$ cat config.mk
export PLATFORM = sky130hd
export DESIGN_NAME = fbc_plane_store
export DESIGN_NICKNAME = d
export VERILOG_FILES = /design/src/design/fbc_pkg.sv /design/src/design/fbc_plane_store.sv
export SDC_FILE = /design/constraint.sdc
export NUM_CORES = 2
export LEC_CHECK = 0
export BUFFER_PORTS_ARGS = -buffer_cell sky130_fd_sc_hd__buf_2
export CAP_MARGIN = 20
export CORE_ASPECT_RATIO = 0.9
export CORE_MARGIN = 5
export CORE_UTILIZATION = 45
export DETAILED_ROUTE_END_ITERATION = 16
export PLACE_DENSITY = 0.74
export SYNTH_ARGS = -nofsm -noshare
export SYNTH_HDL_FRONTEND = slang
export SYNTH_SLANG_ARGS = --single-unit
$ cat constraint.sdc
create_clock -name clk -period 5.6 [get_ports clk]
set_input_delay 0.28 -clock clk [delete_from_list [all_inputs] [get_ports clk]]
set_output_delay 0.28 -clock clk [all_outputs]
set_load 0.05 [all_outputs]
$ cat src/design/fbc_pkg.sv
// ============================================================================
// fbc_pkg
// types, widths and plane extraction shared by the frustum box cull block
// ============================================================================
package fbc_pkg;

    localparam int VALUE_WIDTH = 32;
    localparam int FRAC_BITS   = 16;
    localparam int COMP_W      = VALUE_WIDTH + 1;
    localparam int PROD_W      = COMP_W + VALUE_WIDTH;
    localparam int TERM_W      = (PROD_W > COMP_W + FRAC_BITS) ? PROD_W : COMP_W + FRAC_BITS;
    localparam int SUM_W       = TERM_W + 2;
    localparam int NUM_PLANES  = 6;
    localparam int NUM_AXES    = 3;
    localparam int MAT_ROWS    = 4;
    localparam int MAT_DEPTH   = 16;
    localparam int IDX_W       = 4;
    localparam int S_TDATA_W   = 8 * ((IDX_W + 7 * VALUE_WIDTH + 7) / 8);
    localparam int S_TUSER_W   = 1;
    localparam int M_TDATA_W   = 8;

    typedef logic signed [VALUE_WIDTH-1:0] coord_t;
    typedef logic signed [COMP_W-1:0]      comp_t;
    typedef logic signed [PROD_W-1:0]      prod_t;
    typedef logic signed [SUM_W-1:0]       sum_t;
    typedef logic [VALUE_WIDTH-1:0]        elem_t;
    typedef logic [IDX_W-1:0]              idx_t;
    typedef elem_t [MAT_DEPTH-1:0]         matrix_t;

    typedef enum logic {
        FUNC_WRITE = 1'b0,
        FUNC_TEST  = 1'b1
    } func_t;

    typedef struct packed {
        coord_t hi;
        coord_t lo;
    } span_t;

    typedef span_t [NUM_AXES-1:0] box_t;

    typedef struct packed {
        comp_t                          w;
        logic [NUM_AXES-1:0][COMP_W-1:0] n;
    } plane_t;

    typedef plane_t [NUM_PLANES-1:0] plane_set_t;

    // left, right, bottom, top, near, far
    localparam logic [NUM_PLANES-1:0] PLANE_HAS_R3 = 6'b101111;
    localparam logic [NUM_PLANES-1:0] PLANE_NEG    = 6'b101010;
    localparam int PLANE_ROW [NUM_PLANES] = '{0, 0, 1, 1, 2, 2};

    // component c of plane p, c = 3 is the offset
    function automatic comp_t plane_comp(matrix_t m, int p, int c);
        idx_t  row_idx;
        idx_t  r3_idx;
        comp_t v;
        comp_t r3;
        row_idx = IDX_W'(c * MAT_ROWS + PLANE_ROW[p]);
        r3_idx  = IDX_W'(c * MAT_ROWS + MAT_ROWS - 1);
        v       = COMP_W'($signed(m[row_idx]));
        r3      = COMP_W'($signed(m[r3_idx]));
        if (PLANE_NEG[p])
        begin
            v = -v;
        end
        if (PLANE_HAS_R3[p])
        begin
            v = v + r3;
        end
        return v;
    endfunction

endpackage

$ cat src/design/fbc_plane_store.sv
// ============================================================================
// fbc_plane_store
// matrix element registers and the six extracted frustum planes
// ============================================================================
module fbc_plane_store (
    input  logic               clk,
    input  logic               rst_n,
    input  logic               wr_en,
    input  fbc_pkg::idx_t      wr_idx,
    input  fbc_pkg::elem_t     wr_value,
    output fbc_pkg::plane_set_t planes
);
    import fbc_pkg::*;

    matrix_t    matrix_reg;
    matrix_t    matrix_next;
    plane_set_t plane_reg;
    plane_set_t plane_next;

    always_comb
    begin
        matrix_next = matrix_reg;
        if (wr_en)
        begin
            matrix_next[wr_idx] = wr_value;
        end
        for (int p = 0; p < NUM_PLANES; p++)
        begin
            plane_next[p].w = plane_comp(matrix_next, p, MAT_ROWS - 1);
            for (int a = 0; a < NUM_AXES; a++)
            begin
                plane_next[p].n[a] = plane_comp(matrix_next, p, a);
            end
        end
    end

    always_ff @(posedge clk or negedge rst_n)
    begin
        if (!rst_n)
        begin
            matrix_reg <= '0;
            plane_reg  <= '0;
        end
        else
        begin
            matrix_reg <= matrix_next;
            plane_reg  <= plane_next;
        end
    end

    assign planes = plane_reg;

endmodule

### After elaboration in Yosys (flattened, before gate mapping)

Cells that the tools add are included.

| storage, ports and cells | value |
|---|---|
| register bits after elaboration | 1300 |
| bits in latches | 0 |
| memory bits (writable) | 0 |
| ROM bits | 0 |
| input bits | 39 |
| output and inout port bits | 792 |
| logic and storage cells | 79 |
| memories kept | 0 |

| operators by class | value |
|---|---|
| add/subtract/negate cells | 32 |
| multiply operators | 0 |
| div/mod/pow operators | 0 |
| $lt $le $gt $ge | 2 |
| equal/unequal tests | 0 |
| shifts and indexed selects | 0 |
| multiplexer cells | 4 |
| bitwise logic cells | 0 |
| reduce and logical (&&, ||, !) cells | 1 |

Operator list:

| operator | number |
|---|---|
| bitwise mux 512 bit | 1 |
| two-way mux 512 bit | 1 |
| adder 33 x 32 -> 33 bit | 12 |
| negation 32 -> 33 bit | 12 |
| adder 32 x 32 -> 33 bit | 8 |
| demux 32 bit (select 4 bit) | 1 |
| two-way mux 32 bit | 1 |
| less-than comparator 4 x 5 -> 1 bit, second input constant | 1 |
| >= comparator 4 x 1 -> 1 bit, second input constant | 1 |
| logical AND 1 bit | 1 |

### Logic depth before layout (Yosys ltp)

| depth | value |
|---|---|
| word-level depth | 8 |
| mapped depth | 23 |

### Least setup slack after synthesis

OpenSTA, ideal clock, no wires.

| timing path | value |
|---|---|
| kind | input to register |
| start | in wr_idx[0] |
| end | reg plane_reg, in the netlist planes[460] |
| data arrival time | 5.084 ns |
| required time | 5.470 ns |
| slack | 0.386 ns |
| cell stages on the path | 22 |
| buffers on the path | 7 |
| path through | buf_4 > buf_4 > buf_2 > buf_2 > nand2_1 > clkbuf_1 > clkbuf_1 > mux2_2 > ha_1 > clkbuf_1 > nor2b_1 > o21a_1 > a2111oi_0 > o21ai_0 > a311oi_1 > a21oi_1 > o2111a_1 > o31ai_1 > nor4b_1 > a2111oi_0 > o21bai_1 > xnor2_1 |

RTL lines:

| element | RTL line | text |
|---|---|---|
| start, declared | fbc_plane_store.sv:9 | `input fbc_pkg::idx_t wr_idx,` |
| end signal, assigned | fbc_plane_store.sv:47 | `plane_reg <= plane_next;` |
| end, declared | fbc_plane_store.sv:17 | `plane_set_t plane_reg;` |

==> flow_summary.json <==
{
  "die-area_um2": 162000,
  "overflow": 0,
  "clock_latency_ps": 820,
  "coreArea_um2": 153000,
  "ys_types": 103,
  "fin_area_um2": 80000,
  "timing.final.crit_period_ps": 5210,
  "startpoint": "wr_value[0]",
  "grt_pass1_wl_um": 343000,
  "worstPathMaxFanout": 6,
  "synth_area_per_cell_um2": 9.87,
  "syn_area_um2": 69200,
  "wl_met3_um": 14900,
  "endpoint_kind": "flop",
  "crit_path_cell_trace": "dlygate4sd3_1 -> buf_2 -> inv_1 -> buf_4 -> nor3_1 -> o221ai_1 -> fa_1 -> a21oi_1 -> o21ai_0 -> a21oi_1 -> o21bai_1 -> a211oi_1 -> buf_4 -> o311ai_0 -> buf_4 -> a21oi_1 -> o21ai_0 -> a41o_1 -> o21a_1 -> nor2_1 -> o31a_1",
  "reg2reg_setup_slack_ps": 540,
  "power_leakage_nw": 38.8,
  "whs_ps": 85.1,
  "reg2reg_to": "planes[329]",
  "critical_path.top_delay_family": "compound AO/OA/AOI/OAI gates",
  "met1Wirelength_um": 91500,
  "area_delta_synth_final_pct": 15.6,
  "portBuffers": 830,
  "clockBufferDepth": 3,
  "via_per_inst": 5.58,
  "yosysSeqAreaShare_pct": 42.1,
  "setup_viol_count_final": 0,
  "cp-start-kind": "primary input",
  "drt_wl_total_um": 231000,
  "place_area_um2": 75100,
  "route.detailed.drc": 0,
  "grt_setup_unrepaired": "no",
  "finalClockSkew_ps": 49.7,
  "tightest_slew_ps": 940,
  "initial_core_util_pct": 45.3,
  "ys.flop_type": "dfrtp_1",
  "grt_max_degree": 170,
  "path_buf_inv": 6,
  "globalplace.congestion": 1.00,
  "cts.clk_slew.worst_paths_ps": 60,
  "drive_above_1_share_pct": 21.0,
  "worstPathArrival_ps": 5930,
  "largest_reg_flops": 780,
  "run_status": "finished, final reports clean",
  "fp-row-count": 136,
  "min_path_type": "primary input to asynchronous set/reset pin",
  "timing.slew.headroom_pct": 37.2,
  "report.final.slew_viol_count": 0,
  "max_stage_delay_ps": 590,
  "route.met2.wl_um": 109000,
  "timing.fmax_ghz": 0.192,
  "hpwl_um": 181000,
  "dr.pass1.iters": 5,
  "r2r_cells": 18,
  "critical_path_required_ps": 6320,
  "antenna_found_initial": 14,
  "r2r_start": "matrix_reg[224]",
  "powerDensity_nw_per_um2": 682,
  "grtUsageTotal_pct": 27.7,
  "drtIter0Drc": 4128,
  "die_x_um": 423,
  "cp.depth": 21,
  "cp_slowest_cell": "nor3_1",
  "drt.antenna.violating_nets": 0,
  "via_count": 54900,
  "ctsRootBufferMaster": "clkbuf_16",
  "num_io_pins": 831,
  "cts_sinks": 1164,
  "ys_warn_count": 0,
  "nNetsFinal": 8395,
  "cts_tree": "done",
  "post-cts-setup-buffers": 0,
  "grt_pass1_vias": 56000,
  "crit_end": "planes[725]",
  "cap_viol_max_count": 0,
  "peakVddDrop_mv": 0.565,
  "hold_viol": 0,
  "ys_seq_elements": 1164,
  "synth_edf_count": 0,
  "syn_inst": 7016,
  "ys_async_sr_fraction_pct": 100,
  "period_share_pct": 93.0,
  "path_class": "primary input to flop",
  "post_drt_wl_per_cell_um": 23.5,
  "syn-num-nets": 7674,
  "top_layer": "met5",
  "cts_max_level": 4,
  "numCtsBuffers": 132,
  "die_height_um": 382
}
-- stage by stage --
step                setup TNS [ps]  power, W  setup slack [ps]  cells  util, %
global route                     0    0.0572               156   9841     52.4
detailed placement           -1400    0.0451              -251   9582     49.2
finish                           0    0.0546               394   9844     52.4
CTS                              0    0.0546               490   9840     52.4
global placement              -759    0.0450              -219   9582     49.2
floorplan                        0    0.0361               386   7016        -
-- worst min path at each step --
stage                     start              end  cells past startpoint
floorplan                 rst_n    matrix_reg[0]                      0
global placement          rst_n        planes[2]                      1
detailed placement        rst_n        planes[2]                      1
CTS                 wr_value[2]      planes[563]                      4
global route        wr_value[2]  matrix_reg[290]                      3
finish                    rst_n        planes[2]                      2
-- cell usage in the layout (no fill, tap or decap), drive strengths merged, types with 20 or more instances in the layout --
| cell | synthesis | final |
|---|---|---|
| dfrtp | 1164 | 1164 |
| buf | 200 | 1001 |
| inv | 681 | 690 |
| ha | 600 | 600 |
| a21oi | 542 | 542 |
| nor2 | 507 | 507 |
| xnor2 | 447 | 447 |
| mux2 | 342 | 342 |
| nand2 | 330 | 330 |
| o21ai | 305 | 305 |
| clkbuf | 236 | 173 |
| xor2 | 140 | 140 |
| nor3 | 140 | 140 |
| o21bai | 139 | 139 |
| a21o | 127 | 127 |
| mux2i | 101 | 101 |
| nand2b | 97 | 97 |
| nand3 | 77 | 77 |
| nor2b | 62 | 62 |
| a31oi | 54 | 54 |
| o21a | 53 | 53 |
| and3 | 48 | 48 |
| a211oi | 46 | 46 |
| o211ai | 44 | 44 |
| o31ai | 37 | 37 |
| or3 | 36 | 36 |
| clkinv | 3 | 35 |
| and2 | 26 | 26 |
| nor4 | 24 | 24 |
| nand4 | 23 | 23 |
| o22ai | 22 | 22 |
| dlygate4sd3 | 0 | 22 |
| or2 | 20 | 20 |
-- layer usage --
layer  global-route usage, %  up-vias
met4                    16.5        4
met2                    46.4     1982
met3                    5.33      539
met1                    33.3    27000
met5                       0        -
li1                        -    25300
-- cells by family (layout without fill, tap and decap cells) --
| group | Yosys count | after routing | synth area share [%] |
|---|---|---|---|
| adders and majority gates | 634 | 634 | 11.6 |
| other | 0 | 4 | 0 |
| AOI/OAI and AO/OA | 1623 | 1623 | 15.1 |
| xor gates and xnor gates | 587 | 587 | 7.43 |
| buffers and inverters | 1120 | 1943 | 6.92 |
| and+or+nand+nor | 1445 | 1445 | 9.90 |
| muxes | 443 | 443 | 7.02 |
| DFF | 1164 | 1164 | 42.1 |
-- what timing repair did --
action                                  4_1_cts  5_1_grt
hold buffers                                 22        0
resized for setup                             0        1
hold endpoints to repair                     95        0
endpoints found under the setup margin        0        1
-- where the power goes --
group / total (W) / leakage, nW / internal [W] / switching [W]
Sequential: 0.0134 / 13.9 / 0.0118 / 0.00166
Clock: 0.00921 / 2.24 / 0.00533 / 0.00388
Combinational: 0.0319 / 22.6 / 0.00909 / 0.0228
Total: 0.0546 / 38.8 / 0.0262 / 0.0284
-- Yosys cell counts, types with 14 or more instances --
cell,instances,area (um2)
a2111oi_0,17,149
a211oi_1,43,323
a21boi_0,17,128
a21o_1,127,953
a21oi_1,542,2710
a221oi_1,16,140
a31o_2,14,123
a31oi_1,54,338
and2_1,26,163
and3_1,48,300
buf_1,31,116
buf_2,22,110
buf_4,146,1100
clkbuf_1,235,882
dfrtp_1,1164,29100
fa_1,19,380
ha_1,600,7510
inv_1,680,2550
mux2_2,342,3850
mux2i_1,101,1010
nand2_1,328,1230
nand2b_1,97,607
nand3_1,77,385
nand4_1,22,138
nor2_1,503,1890
nor2b_1,62,388
nor3_1,139,696
nor4_1,23,144
o211ai_1,43,323
o21a_1,53,398
o21ai_0,295,1480
o21bai_1,138,1040
o22ai_1,22,138
o31ai_1,37,278
or2_2,20,125
or3_1,36,225
xnor2_1,447,3920
xor2_1,140,1230
-- cell type report --
| type | count | area, um2 |
|---|---|---|
| Fill cell | 13700 | 72800 |
| Multi-Input combinational cell | 4732 | 35400 |
| Sequential cell | 1164 | 29100 |
| Timing Repair Buffer | 1023 | 5780 |
| Clock buffer | 173 | 3680 |
| Inverter | 684 | 2570 |
| Tap cell | 2001 | 2500 |
| Clock inverter | 63 | 972 |
| Antenna cell | 4 | 10.0 |
-- worst reg2reg max path: cells and delay by family, from the launching register on --
family	cells	cell delay, ps
compound gates	14	3450
buf+inv	2	430
fa+ha+maj	2	670
flops	1	360
Note: power is estimated with default switching activity, not from simulation.
